File: src/design/seven_point_stencil_matvec_top_assert.svh
`ifndef SEVEN_POINT_STENCIL_MATVEC_TOP_ASSERT_SVH
`define SEVEN_POINT_STENCIL_MATVEC_TOP_ASSERT_SVH

// property that must hold at every clock edge out of reset
`define SPSM_ASSERT_HOLD(lbl, cond) \
  lbl: assert property (@(posedge clk_i) disable iff (!rst_ni) (cond)) \
    else $error("spsm invariant broken");

// consequence expected in the cycle after the trigger
`define SPSM_ASSERT_NEXT(lbl, ant, cons) \
  lbl: assert property (@(posedge clk_i) disable iff (!rst_ni) (ant) |=> (cons)) \
    else $error("spsm sequence broken");

`endif

File: src/design/spsm_pkg.sv
package spsm_pkg;

  localparam int DEF_MAX_DIM_X = 1024;
  localparam int DEF_MAX_DIM_Y = 64;
  localparam int DEF_MAX_DIM_Z = 64;

  localparam int DATA_W    = 32;
  localparam int DIM_X_W   = 11;
  localparam int DIM_Y_W   = 7;
  localparam int DIM_Z_W   = 7;
  localparam int CFG_IDX_W = 3;

  // register indexes
  localparam logic [CFG_IDX_W-1:0] CFG_DIM_X       = CFG_IDX_W'(0);
  localparam logic [CFG_IDX_W-1:0] CFG_DIM_Y       = CFG_IDX_W'(1);
  localparam logic [CFG_IDX_W-1:0] CFG_DIM_Z       = CFG_IDX_W'(2);
  localparam logic [CFG_IDX_W-1:0] CFG_COEF_CENTER = CFG_IDX_W'(3);
  localparam logic [CFG_IDX_W-1:0] CFG_COEF_X      = CFG_IDX_W'(4);
  localparam logic [CFG_IDX_W-1:0] CFG_COEF_Y      = CFG_IDX_W'(5);
  localparam logic [CFG_IDX_W-1:0] CFG_COEF_Z      = CFG_IDX_W'(6);

  localparam logic OP_SAMPLE = 1'b0;

  // stencil taps; the first six come from the history memories
  localparam int N_TAPS     = 7;
  localparam int N_MEM_TAPS = 6;
  localparam int N_RAMS     = N_MEM_TAPS / 2;
  localparam int TAP_XM     = 0;
  localparam int TAP_YM     = 1;
  localparam int TAP_ZM     = 2;
  localparam int TAP_C      = 3;
  localparam int TAP_ZP     = 4;
  localparam int TAP_YP     = 5;
  localparam int TAP_XP     = 6;

  typedef struct packed {
    logic                     op;
    logic signed [DATA_W-1:0] sample;
  } spsm_in_t;

  typedef struct packed {
    logic signed [DATA_W-1:0] result;
    logic                     is_last;
  } spsm_out_t;

  typedef struct packed {
    logic                 we;
    logic [CFG_IDX_W-1:0] idx;
    logic [DATA_W-1:0]    data;
  } spsm_cfg_wr_t;

  typedef struct packed {
    logic signed [DATA_W-1:0] center;
    logic signed [DATA_W-1:0] x;
    logic signed [DATA_W-1:0] y;
    logic signed [DATA_W-1:0] z;
  } spsm_coef_t;

  // one point leaving the address stage
  typedef struct packed {
    logic                     valid;
    logic                     last;
    logic [N_TAPS-1:0]        active;
    logic [N_MEM_TAPS-1:0]    hit;
    logic signed [DATA_W-1:0] sample;
  } spsm_step_t;

endpackage

File: src/design/spsm_ctrl.sv
`include "seven_point_stencil_matvec_top_assert.svh"

module spsm_ctrl import spsm_pkg::*; #(
  parameter int MAX_DIM_X = DEF_MAX_DIM_X,
  parameter int MAX_DIM_Y = DEF_MAX_DIM_Y,
  parameter int MAX_DIM_Z = DEF_MAX_DIM_Z,
  localparam int HIST_DEPTH = 2 * MAX_DIM_Y * MAX_DIM_Z + 1,
  localparam int HIST_AW    = $clog2(HIST_DEPTH)
) (
  input  logic                                 clk_i,
  input  logic                                 rst_ni,
  input  logic                                 en_i,
  input  logic                                 in_fire_i,
  input  spsm_in_t                             in_data_i,
  input  spsm_cfg_wr_t                         cfg_wr_i,
  output logic                                 mem_we_o,
  output logic [HIST_AW-1:0]                   mem_waddr_o,
  output logic [DATA_W-1:0]                    mem_wdata_o,
  output logic [N_MEM_TAPS-1:0][HIST_AW-1:0]   rd_addr_o,
  output spsm_step_t                           step_o
);

  localparam int PLANE_MAX = MAX_DIM_Y * MAX_DIM_Z;
  localparam int XW        = $clog2(MAX_DIM_X + 1);
  localparam int YW        = $clog2(MAX_DIM_Y + 1);
  localparam int ZW        = $clog2(MAX_DIM_Z + 1);
  localparam int PW        = $clog2(PLANE_MAX + 1);
  localparam int PMW       = YW + ZW;
  localparam int LW        = $clog2(PLANE_MAX + 2);
  localparam int AW1       = HIST_AW + 1;

  function automatic logic [31:0] eff_dim(input logic [31:0] v, input logic [31:0] lim);
    logic [31:0] r;
    if (v == '0) begin
      r = 32'd1;
    end else if (v > lim) begin
      r = lim;
    end else begin
      r = v;
    end
    return r;
  endfunction

  function automatic logic [HIST_AW-1:0] ring_up(input logic [HIST_AW-1:0] base,
                                                 input logic [HIST_AW-1:0] k);
    logic [HIST_AW:0] s;
    s = {1'b0, base} + {1'b0, k};
    if (s >= AW1'(HIST_DEPTH)) begin
      s = s - AW1'(HIST_DEPTH);
    end
    return s[HIST_AW-1:0];
  endfunction

  function automatic logic [HIST_AW-1:0] ring_dn(input logic [HIST_AW-1:0] base,
                                                 input logic [HIST_AW-1:0] k);
    logic [HIST_AW-1:0] r;
    if (base >= k) begin
      r = base - k;
    end else begin
      r = base + HIST_AW'(HIST_DEPTH) - k;
    end
    return r;
  endfunction

  logic [XW-1:0]      nx_q, nx_d;
  logic [YW-1:0]      ny_q, ny_d;
  logic [ZW-1:0]      nz_q, nz_d;
  logic [PW-1:0]      plane_q, plane_d;
  logic [PMW-1:0]     plane_prod;
  logic [XW-1:0]      ax_q, ax_d;
  logic [YW-1:0]      ay_q, ay_d;
  logic [ZW-1:0]      az_q, az_d;
  logic               all_in_q, all_in_d;
  logic [XW-1:0]      ox_q, ox_d;
  logic [YW-1:0]      oy_q, oy_d;
  logic [ZW-1:0]      oz_q, oz_d;
  logic [LW-1:0]      lead_q, lead_d;
  logic [HIST_AW-1:0] wr_ptr_q, wr_ptr_d;
  logic [HIST_AW-1:0] ctr_ptr_q, ctr_ptr_d;
  spsm_step_t         step_q, step_d;

  logic          dim_wr;
  logic          arrive;
  logic          a_end;
  logic          ox_end, oy_end, oz_end;
  logic          last;
  logic          emit;
  logic          all_in_a;
  logic [LW-1:0] lead_a;
  logic [HIST_AW-1:0] ptr_gap;

  assign dim_wr = cfg_wr_i.we && (cfg_wr_i.idx == CFG_DIM_X || cfg_wr_i.idx == CFG_DIM_Y ||
                                  cfg_wr_i.idx == CFG_DIM_Z);

  assign arrive = in_fire_i && (in_data_i.op == OP_SAMPLE) && !all_in_q;
  assign a_end  = (ax_q == nx_q - XW'(1)) && (ay_q == ny_q - YW'(1)) &&
                  (az_q == nz_q - ZW'(1));
  assign ox_end = (ox_q == nx_q - XW'(1));
  assign oy_end = (oy_q == ny_q - YW'(1));
  assign oz_end = (oz_q == nz_q - ZW'(1));
  assign last   = ox_end && oy_end && oz_end;

  assign lead_a   = lead_q + LW'(arrive);
  assign all_in_a = all_in_q || (arrive && a_end);
  // a point is released once its x+1 neighbour is in, or the whole grid is
  assign emit     = in_fire_i && (all_in_a || lead_a == LW'(plane_q) + LW'(1));

  assign plane_prod = PMW'(ny_d) * PMW'(nz_d);
  assign plane_d    = PW'(plane_prod);

  always_comb begin
    nx_d      = nx_q;
    ny_d      = ny_q;
    nz_d      = nz_q;
    ax_d      = ax_q;
    ay_d      = ay_q;
    az_d      = az_q;
    ox_d      = ox_q;
    oy_d      = oy_q;
    oz_d      = oz_q;
    wr_ptr_d  = wr_ptr_q;
    ctr_ptr_d = ctr_ptr_q;
    all_in_d  = all_in_a;
    lead_d    = emit ? lead_a - LW'(1) : lead_a;

    if (arrive) begin
      wr_ptr_d = (wr_ptr_q == HIST_AW'(HIST_DEPTH - 1)) ? '0 : wr_ptr_q + HIST_AW'(1);
      if (az_q == nz_q - ZW'(1)) begin
        az_d = '0;
        if (ay_q == ny_q - YW'(1)) begin
          ay_d = '0;
          ax_d = ax_q + XW'(1);
        end else begin
          ay_d = ay_q + YW'(1);
        end
      end else begin
        az_d = az_q + ZW'(1);
      end
    end

    if (emit) begin
      ctr_ptr_d = (ctr_ptr_q == HIST_AW'(HIST_DEPTH - 1)) ? '0 : ctr_ptr_q + HIST_AW'(1);
      if (oz_end) begin
        oz_d = '0;
        if (oy_end) begin
          oy_d = '0;
          ox_d = ox_q + XW'(1);
        end else begin
          oy_d = oy_q + YW'(1);
        end
      end else begin
        oz_d = oz_q + ZW'(1);
      end
    end

    // end of grid or a new geometry starts the stream afresh
    if ((emit && last) || dim_wr) begin
      ax_d      = '0;
      ay_d      = '0;
      az_d      = '0;
      ox_d      = '0;
      oy_d      = '0;
      oz_d      = '0;
      all_in_d  = 1'b0;
      lead_d    = '0;
      wr_ptr_d  = '0;
      ctr_ptr_d = '0;
    end

    if (cfg_wr_i.we) begin
      case (cfg_wr_i.idx)
        CFG_DIM_X: nx_d = XW'(eff_dim(32'(cfg_wr_i.data[DIM_X_W-1:0]), 32'(MAX_DIM_X)));
        CFG_DIM_Y: ny_d = YW'(eff_dim(32'(cfg_wr_i.data[DIM_Y_W-1:0]), 32'(MAX_DIM_Y)));
        CFG_DIM_Z: nz_d = ZW'(eff_dim(32'(cfg_wr_i.data[DIM_Z_W-1:0]), 32'(MAX_DIM_Z)));
        default: ;
      endcase
    end
  end

  always_comb begin
    rd_addr_o[TAP_XM] = ring_dn(ctr_ptr_q, HIST_AW'(plane_q));
    rd_addr_o[TAP_YM] = ring_dn(ctr_ptr_q, HIST_AW'(nz_q));
    rd_addr_o[TAP_ZM] = ring_dn(ctr_ptr_q, HIST_AW'(1));
    rd_addr_o[TAP_C]  = ctr_ptr_q;
    rd_addr_o[TAP_ZP] = ring_up(ctr_ptr_q, HIST_AW'(1));
    rd_addr_o[TAP_YP] = ring_up(ctr_ptr_q, HIST_AW'(nz_q));
  end

  always_comb begin
    step_d.valid          = emit;
    step_d.last           = last;
    step_d.active[TAP_XM] = (ox_q != '0);
    step_d.active[TAP_YM] = (oy_q != '0);
    step_d.active[TAP_ZM] = (oz_q != '0);
    step_d.active[TAP_C]  = 1'b1;
    step_d.active[TAP_ZP] = !oz_end;
    step_d.active[TAP_YP] = !oy_end;
    step_d.active[TAP_XP] = !ox_end;
    // a neighbour arriving in this very transfer bypasses the memory
    for (int i = 0; i < N_MEM_TAPS; i++) begin
      step_d.hit[i] = arrive && (rd_addr_o[i] == wr_ptr_q);
    end
    step_d.sample = in_data_i.sample;
  end

  always_ff @(posedge clk_i or negedge rst_ni) begin
    if (!rst_ni) begin
      nx_q      <= XW'(1);
      ny_q      <= YW'(1);
      nz_q      <= ZW'(1);
      plane_q   <= PW'(1);
      ax_q      <= '0;
      ay_q      <= '0;
      az_q      <= '0;
      all_in_q  <= 1'b0;
      ox_q      <= '0;
      oy_q      <= '0;
      oz_q      <= '0;
      lead_q    <= '0;
      wr_ptr_q  <= '0;
      ctr_ptr_q <= '0;
      step_q    <= '0;
    end else begin
      nx_q      <= nx_d;
      ny_q      <= ny_d;
      nz_q      <= nz_d;
      plane_q   <= plane_d;
      ax_q      <= ax_d;
      ay_q      <= ay_d;
      az_q      <= az_d;
      all_in_q  <= all_in_d;
      ox_q      <= ox_d;
      oy_q      <= oy_d;
      oz_q      <= oz_d;
      lead_q    <= lead_d;
      wr_ptr_q  <= wr_ptr_d;
      ctr_ptr_q <= ctr_ptr_d;
      if (en_i) begin
        step_q <= step_d;
      end
    end
  end

  assign mem_we_o    = arrive;
  assign mem_waddr_o = wr_ptr_q;
  assign mem_wdata_o = in_data_i.sample;
  assign step_o      = step_q;

  assign ptr_gap = (wr_ptr_q >= ctr_ptr_q) ? wr_ptr_q - ctr_ptr_q
                                           : wr_ptr_q + HIST_AW'(HIST_DEPTH) - ctr_ptr_q;

  `SPSM_ASSERT_HOLD(a_lead_bounded, lead_q <= LW'(plane_q) + LW'(1))
  `SPSM_ASSERT_HOLD(a_ptr_gap_is_lead, ptr_gap == HIST_AW'(lead_q))
  `SPSM_ASSERT_NEXT(a_last_clears, emit && last,
                    lead_q == '0 && !all_in_q && wr_ptr_q == '0 && ctr_ptr_q == '0)

endmodule

File: config.mk
export PLATFORM = sky130hd
export DESIGN_NAME = spsm_ctrl
export DESIGN_NICKNAME = d
export VERILOG_FILES = /design/src/design/spsm_pkg.sv /design/src/design/spsm_ctrl.sv
export VERILOG_INCLUDE_DIRS = /design/src /design/src/design
export SDC_FILE = /design/constraint.sdc
export NUM_CORES = 1
export LEC_CHECK = 0
export BUFFER_PORTS_ARGS = -buffer_cell sky130_fd_sc_hd__clkbuf_2
export CORE_MARGIN = 5
export CORE_UTILIZATION = 64
export DETAILED_ROUTE_END_ITERATION = 16
export PLACE_DENSITY_LB_ADDON = 0.2
export SYNTH_ARGS = -nofsm -noshare
export SYNTH_HDL_FRONTEND = slang
export SYNTH_SLANG_ARGS = --single-unit
File: constraint.sdc
create_clock -name clk_i -period 11.2 [get_ports clk_i]
set_input_delay 2.24 -clock clk_i [delete_from_list [all_inputs] [get_ports clk_i]]
set_output_delay 2.24 -clock clk_i [all_outputs]
set_load 0.005 [all_outputs]
Word-level counts from Yosys, hierarchy flattened
Index checks and enable logic that the tools add are counted.
{ "word_totals": {"ramBits": 0, "latch_bits": 0, "elab_cells": 156, "romBits": 0, "memories": 0, "reg_bits": 177, "output_inout_bits": 178, "in_bits": 73} }
{ "op_classes": {"n_addsub": 25, "mux": 44, "n_reduce_logical": 42, "mul": 1, "div": 0, "n_shift": 0, "n_lt_le_gt_ge": 7, "n_eq_ne": 17, "bitwise": 1} }
{ "ops": {"columns": ["op", "count"], "rows": [
  ["$mux 14", 11],
  ["$mux 7", 20],
  ["$mux 11", 10],
  ["$eq 14x14->1", 6],
  ["$ge 15x14->1 const B", 2],
  ["$add 14x1->14 const B", 2],
  ["$add 7x1->7 const B", 4],
  ["$eq 14x14->1 const B", 2],
  ["$eq 7x7->1", 4],
  ["$sub 14x1->14 const B", 2],
  ["$sub 14x13->14", 2],
  ["$sub 14x14->14 const B", 2],
  ["$sub 14x7->14", 2],
  ["$mux 13", 2],
  ["$add 11x1->11 const B", 2],
  ["$eq 11x11->1", 2],
  ["$logic_and 1x1->1", 16],
  ["$add 14x1->15 const B", 1],
  ["$add 14x7->15", 1],
  ["$add 14x14->14 const B", 1],
  ["$ge 14x1->1 const B", 1],
  ["$ge 14x13->1", 1],
  ["$ge 14x7->1", 1],
  ["$reduce_bool 7->1", 2],
  ["22 further kinds", 38]
]} }

Longest topological paths before layout
{ "logic_depth": {"ltp_word": 12, "mapped_depth": 25, "ltp_nobuf": 24} }

Worst setup path after synthesis
Ideal clock, no wire load.
{ "synth_timing": {"path_type": "in2reg", "start": "in cfg_wr_i[0] in the netlist's numbering", "end": "reg plane_q[12]", "setup_ns": 0.080, "t_arrival_ns": 6.975, "required_time_ns": 11.120, "slack_ns": 4.145, "path_stages": 24, "n_path_buf": 0, "cell_sequence": "or4_1 nor3_1 nor2_1 nor2_1 mux2i_1 inv_1 nand2_1 fa_1 fa_1 inv_1 fa_1 inv_1 fa_1 inv_1 ha_1 inv_1 o21bai_1 a21oi_1 nor2b_1 o21a_1 o21ai_0 nand2b_1 a21oi_1 xnor2_1"} }
{ "synth_via": {"elab_chain_cells": 6, "elab_cells_between_ends": 9, "cone_classes": "mul: 1; order compare: 1; mux: 6; reduce/logical: 1"} }
{ "synth_lines": {"columns": ["element", "line_no", "text"], "rows": [
  ["start, declared", "spsm_ctrl.sv:15", "input spsm_cfg_wr_t cfg_wr_i,"],
  ["$gt 7x7->1", "spsm_ctrl.sv:36", "end else if (v > lim) begin"],
  ["$mux 7", "spsm_ctrl.sv:36", null],
  ["$mux 7 *", "spsm_ctrl.sv:34", "if (v == '0) begin"],
  ["$mux 7 *", "spsm_ctrl.sv:171", "case (cfg_wr_i.idx)"],
  ["$mux 7 *", "spsm_ctrl.sv:170", "if (cfg_wr_i.we) begin"],
  ["net ny_d[0]", "spsm_ctrl.sv:66", "logic [YW-1:0] ny_q, ny_d;"],
  ["$mul 7x7->13 *", "spsm_ctrl.sv:108", "assign plane_prod = PMW'(ny_d) * PMW'(nz_d);"],
  ["net plane_prod[12]", "spsm_ctrl.sv:69", "logic [PMW-1:0] plane_prod;"],
  ["end signal, assigned", "spsm_ctrl.sv:227", "plane_q <= plane_d;"],
  ["end, declared", "spsm_ctrl.sv:68", "logic [PW-1:0] plane_q, plane_d;"]
]} }
Mark *: on every way through the listed nets, which the timed path passes. The rest lies on a longest branch.
A chain may end at the register's enable or synchronous reset.

==> results.py <==
metrics = {
    "run_status": {
        "outcome": "complete, no violations",
    },
    "floorplan": {
        "die_h_microns": 173,
        "initial_core_util_pct": 65.2,
        "rows": 59,
        "dieArea_sq_um": 30000,
        "core_area_sq_um": 26100,
        "die_w_microns": 173,
        "io_pins": 251,
    },
    "placed_design": {
        "place_area_sq_um": 18200,
        "place_ws_ps": 3540,
        "numPortBuffers": 229,
        "place_congestion": 0.991,
        "dpl.cell_count": 2489,
        "post-dp-hpwl_mm": 39.4,
    },
    "job": {
        "max_cap_violations": 0,
    },
    "timing": {
        "skew_ps": 22.7,
        "slew_headroom_pct": 19.4,
        "min_period_over_period_pct": 70.6,
        "rsz0062_at_grt": "false",
        "worst_slack_ps": 3290,
        "hold_viol_final": 0,
        "period_minus_slack_ps": 7910,
        "setup-violations-final": 0,
        "tightest_slew_ps": 1180,
        "slew_violations": 0,
        "hold_ws_ps": 496,
        "max_clock_freq_mhz": 126,
        "setup_tns_ps": 0,
    },
    "worst_setup_path": {
        "worstRegToRegCells": 12,
        "cp_max_fo": 19,
        "cp.arrival_ps": 5670,
        "cp-start-kind": "register",
        "crit_buf_inv": 3,
        "r2r-end": "step_o[36]",
        "path_delay_family": "compound AO/OA/AOI/OAI gates",
        "slowest_stage": "o21ai_1",
        "end_kind": "output port",
        "startpoint": "ctr_ptr_q[0]",
        "cp_data_required_time_ps": 8960,
        "reg2reg_slack_ps": 5190,
        "r2r_start": "ctr_ptr_q[0]",
        "critPathMaxStageDelay_ps": 930,
        "path_cells": "clkinv_1 > ha_1 > inv_1 > nand2_1 > a2111oi_2 > o2111ai_1 > o21ai_1 > nor3_1 > xnor2_1 > clkbuf_2",
        "crit_type": "reg -> out",
    },
    "finish": {
        "diodes": 0,
        "stdcell_area_sq_um": 18800,
        "fill_cells": 2122,
        "fin_cells": 2521,
        "nNetsFinal": 2373,
        "drive_gt1_share_pct": 16.3,
        "syn_to_final_growth_pct": 10.4,
    },
    "cts": {
        "path_clk_slew_ps": 100,
        "cts_sinks": 177,
        "cts-buffers-inserted": 17,
        "hold_buffers": 0,
        "clock_path_buffers": 2,
        "htree_levels": 4,
        "cts_tree": "built",
        "postCtsSetupBuffers": 0,
        "cts_resized": 0,
        "cts_root_buf": "clkbuf_16",
        "clk_latency_ps": 460,
    },
    "drt": {
        "first_pass_iters": 7,
        "drt_iter0_drc": 1633,
        "antenna_left": 0,
        "wl_per_cell_microns": 20.9,
        "vias_per_cell": 6.31,
        "post-route-drc-count": 0,
        "wirelength_mm": 52.8,
        "vias": 15900,
    },
    "yosys": {
        "syn_nets": 2222,
        "synth.largest_area_cell": "dfrtp_1",
        "synth_warnings": 0,
        "ys_ff_latch": 177,
        "synth_top_area_share_pct": 25.4,
        "syn_area_per_cell_sq_um": 8.43,
        "synth_ff_type": "dfrtp_1",
        "synth.distinct_cells": 84,
        "yosysSeqAreaShare_pct": 26.0,
        "synthTopCellsByArea": "dfrtp_1 25%, xnor2_1 9.8%, ha_1 7.3%, xor2_1 5.2%, nor2_1 4.6%",
        "synth_edf_count": 0,
        "synth_common_cells": "210 x nor2_1, 191 x xnor2_1, 173 x dfrtp_1",
        "yosysMostFrequentCell": "nor2_1",
        "synth_cells": 2022,
        "ys_async_sr_fraction_pct": 100,
        "syn_area_sq_um": 17000,
    },
    "global_route": {
        "grt_pass1_wl_mm": 84.6,
        "grt_overflow": 0,
        "antenna_found_initial": 0,
        "globalRouteTotalUtil_pct": 34.6,
        "grt_pass1_vias": 15800,
        "grt_max_degree": 114,
    },
    "power": {
        "vdd_drop_max_v": 0.000181,
        "power.density_nw_per_um2": 322,
        "p_leak_nw": 8.95,
    },
    "hold_path": {
        "holdPathStages": 1,
        "min_to": "step_o[41]",
        "hp-class": "reg -> reg",
        "hp-start": "step_o[41]",
    },
}
==> worst max path at each step <==
| stage | to | cells after the start |
|---|---|---|
| after floorplan | plane_q[12] | 24 |
| after global placement | plane_q[12] | 25 |
| after detailed placement | plane_q[12] | 25 |
| after CTS | rd_addr_o[59] | 10 |
| after global routing | rd_addr_o[59] | 10 |
| final | rd_addr_o[59] | 10 |
==> sequential cells by signal, summed over array words and instances, names as in the netlist, 11 cells and up <==
register / cells
ox_q: 11
ctr_ptr_q: 14
lead_q: 13
nx_q: 11
plane_q: 13
mem_waddr_o: 14
step_o: 47
ax_q: 11
==> layout make-up <==
cell class	instances	area, sq um	area share [%]
timing repair buffer	246	1280	6.82
multi-input combinational	1599	11500	61.3
clock inverter	15	226	1.20
tap	335	419	2.23
inverter	132	495	2.63
clock buffer	17	425	2.26
sequential	177	4430	23.6
==> routing by layer <==
metal  wire length [microns]  part of all wire, %  GRT usage [%]  up-vias
met1                   21100                   40           44.3     7646
met2                   24600                   47           57.2      789
li1                        -                    -              -     7304
met4                    2600                  4.9           16.0        0
met3                    4450                  8.4           6.18      178
met5                       0                    0              0        -
==> placed cells by master, fill, tap and decap left out, types with 8 or more instances in the layout <==
cell type and instances:
o21a_1 24, o21bai_1 9, or3_1 20, nand2_1 156, nand2b_1 30, nor4b_1 9
nor3_1 62, nand4_1 49, a31oi_1 12, a211oi_1 10, o22ai_1 8, mux2i_1 17
and3_1 35, xnor3_1 20, nor3b_1 9, clkbuf_16 17, and2_1 14, nor2_1 210
ha_1 99, clkbuf_2 228, nand3_1 55, o31ai_1 24, fa_1 28, buf_4 17
and4_1 10, a21oi_1 81, xnor2_1 191, nor2b_1 20, a21o_1 18, mux2_2 42
nor4_1 17, or4_1 13, xor2_1 101, dfrtp_1 173, or2_2 15, o21ai_0 92
inv_1 127
==> through the flow <==
stage / util, % / power, mW
2_1_floorplan: - / 3.88
3_3_place_gp: 69.5 / 5.14
3_5_place_dp: 69.5 / 5.23
4_1_cts: 72.0 / 5.94
5_1_grt: 72.0 / 6.46
6_report: 72.0 / 6.06
==> report_power, final <==
part           internal (mW)  leakage (nW)  switching, mW
Clock                  0.319         0.314          0.364
Combinational           1.83          6.34           2.57
Sequential             0.735          2.29          0.239
Total                   2.88          8.95           3.17
==> cells by family (layout without fill, tap and decap cells) <==
kind of cell | count (synthesis) | count (layout) | synth area share (%)
AO/OA/AOI/OAI | 361 | 361 | 14.0
buffers and inverters | 246 | 410 | 6.32
adder cells (fa/ha/maj) | 127 | 127 | 10.6
XOR/XNOR | 313 | 313 | 17.8
flip-flops | 177 | 177 | 26.0
multiplexers | 59 | 59 | 3.77
AND/OR/NAND/NOR | 739 | 739 | 21.6
(Power assumes the default switching activity.)
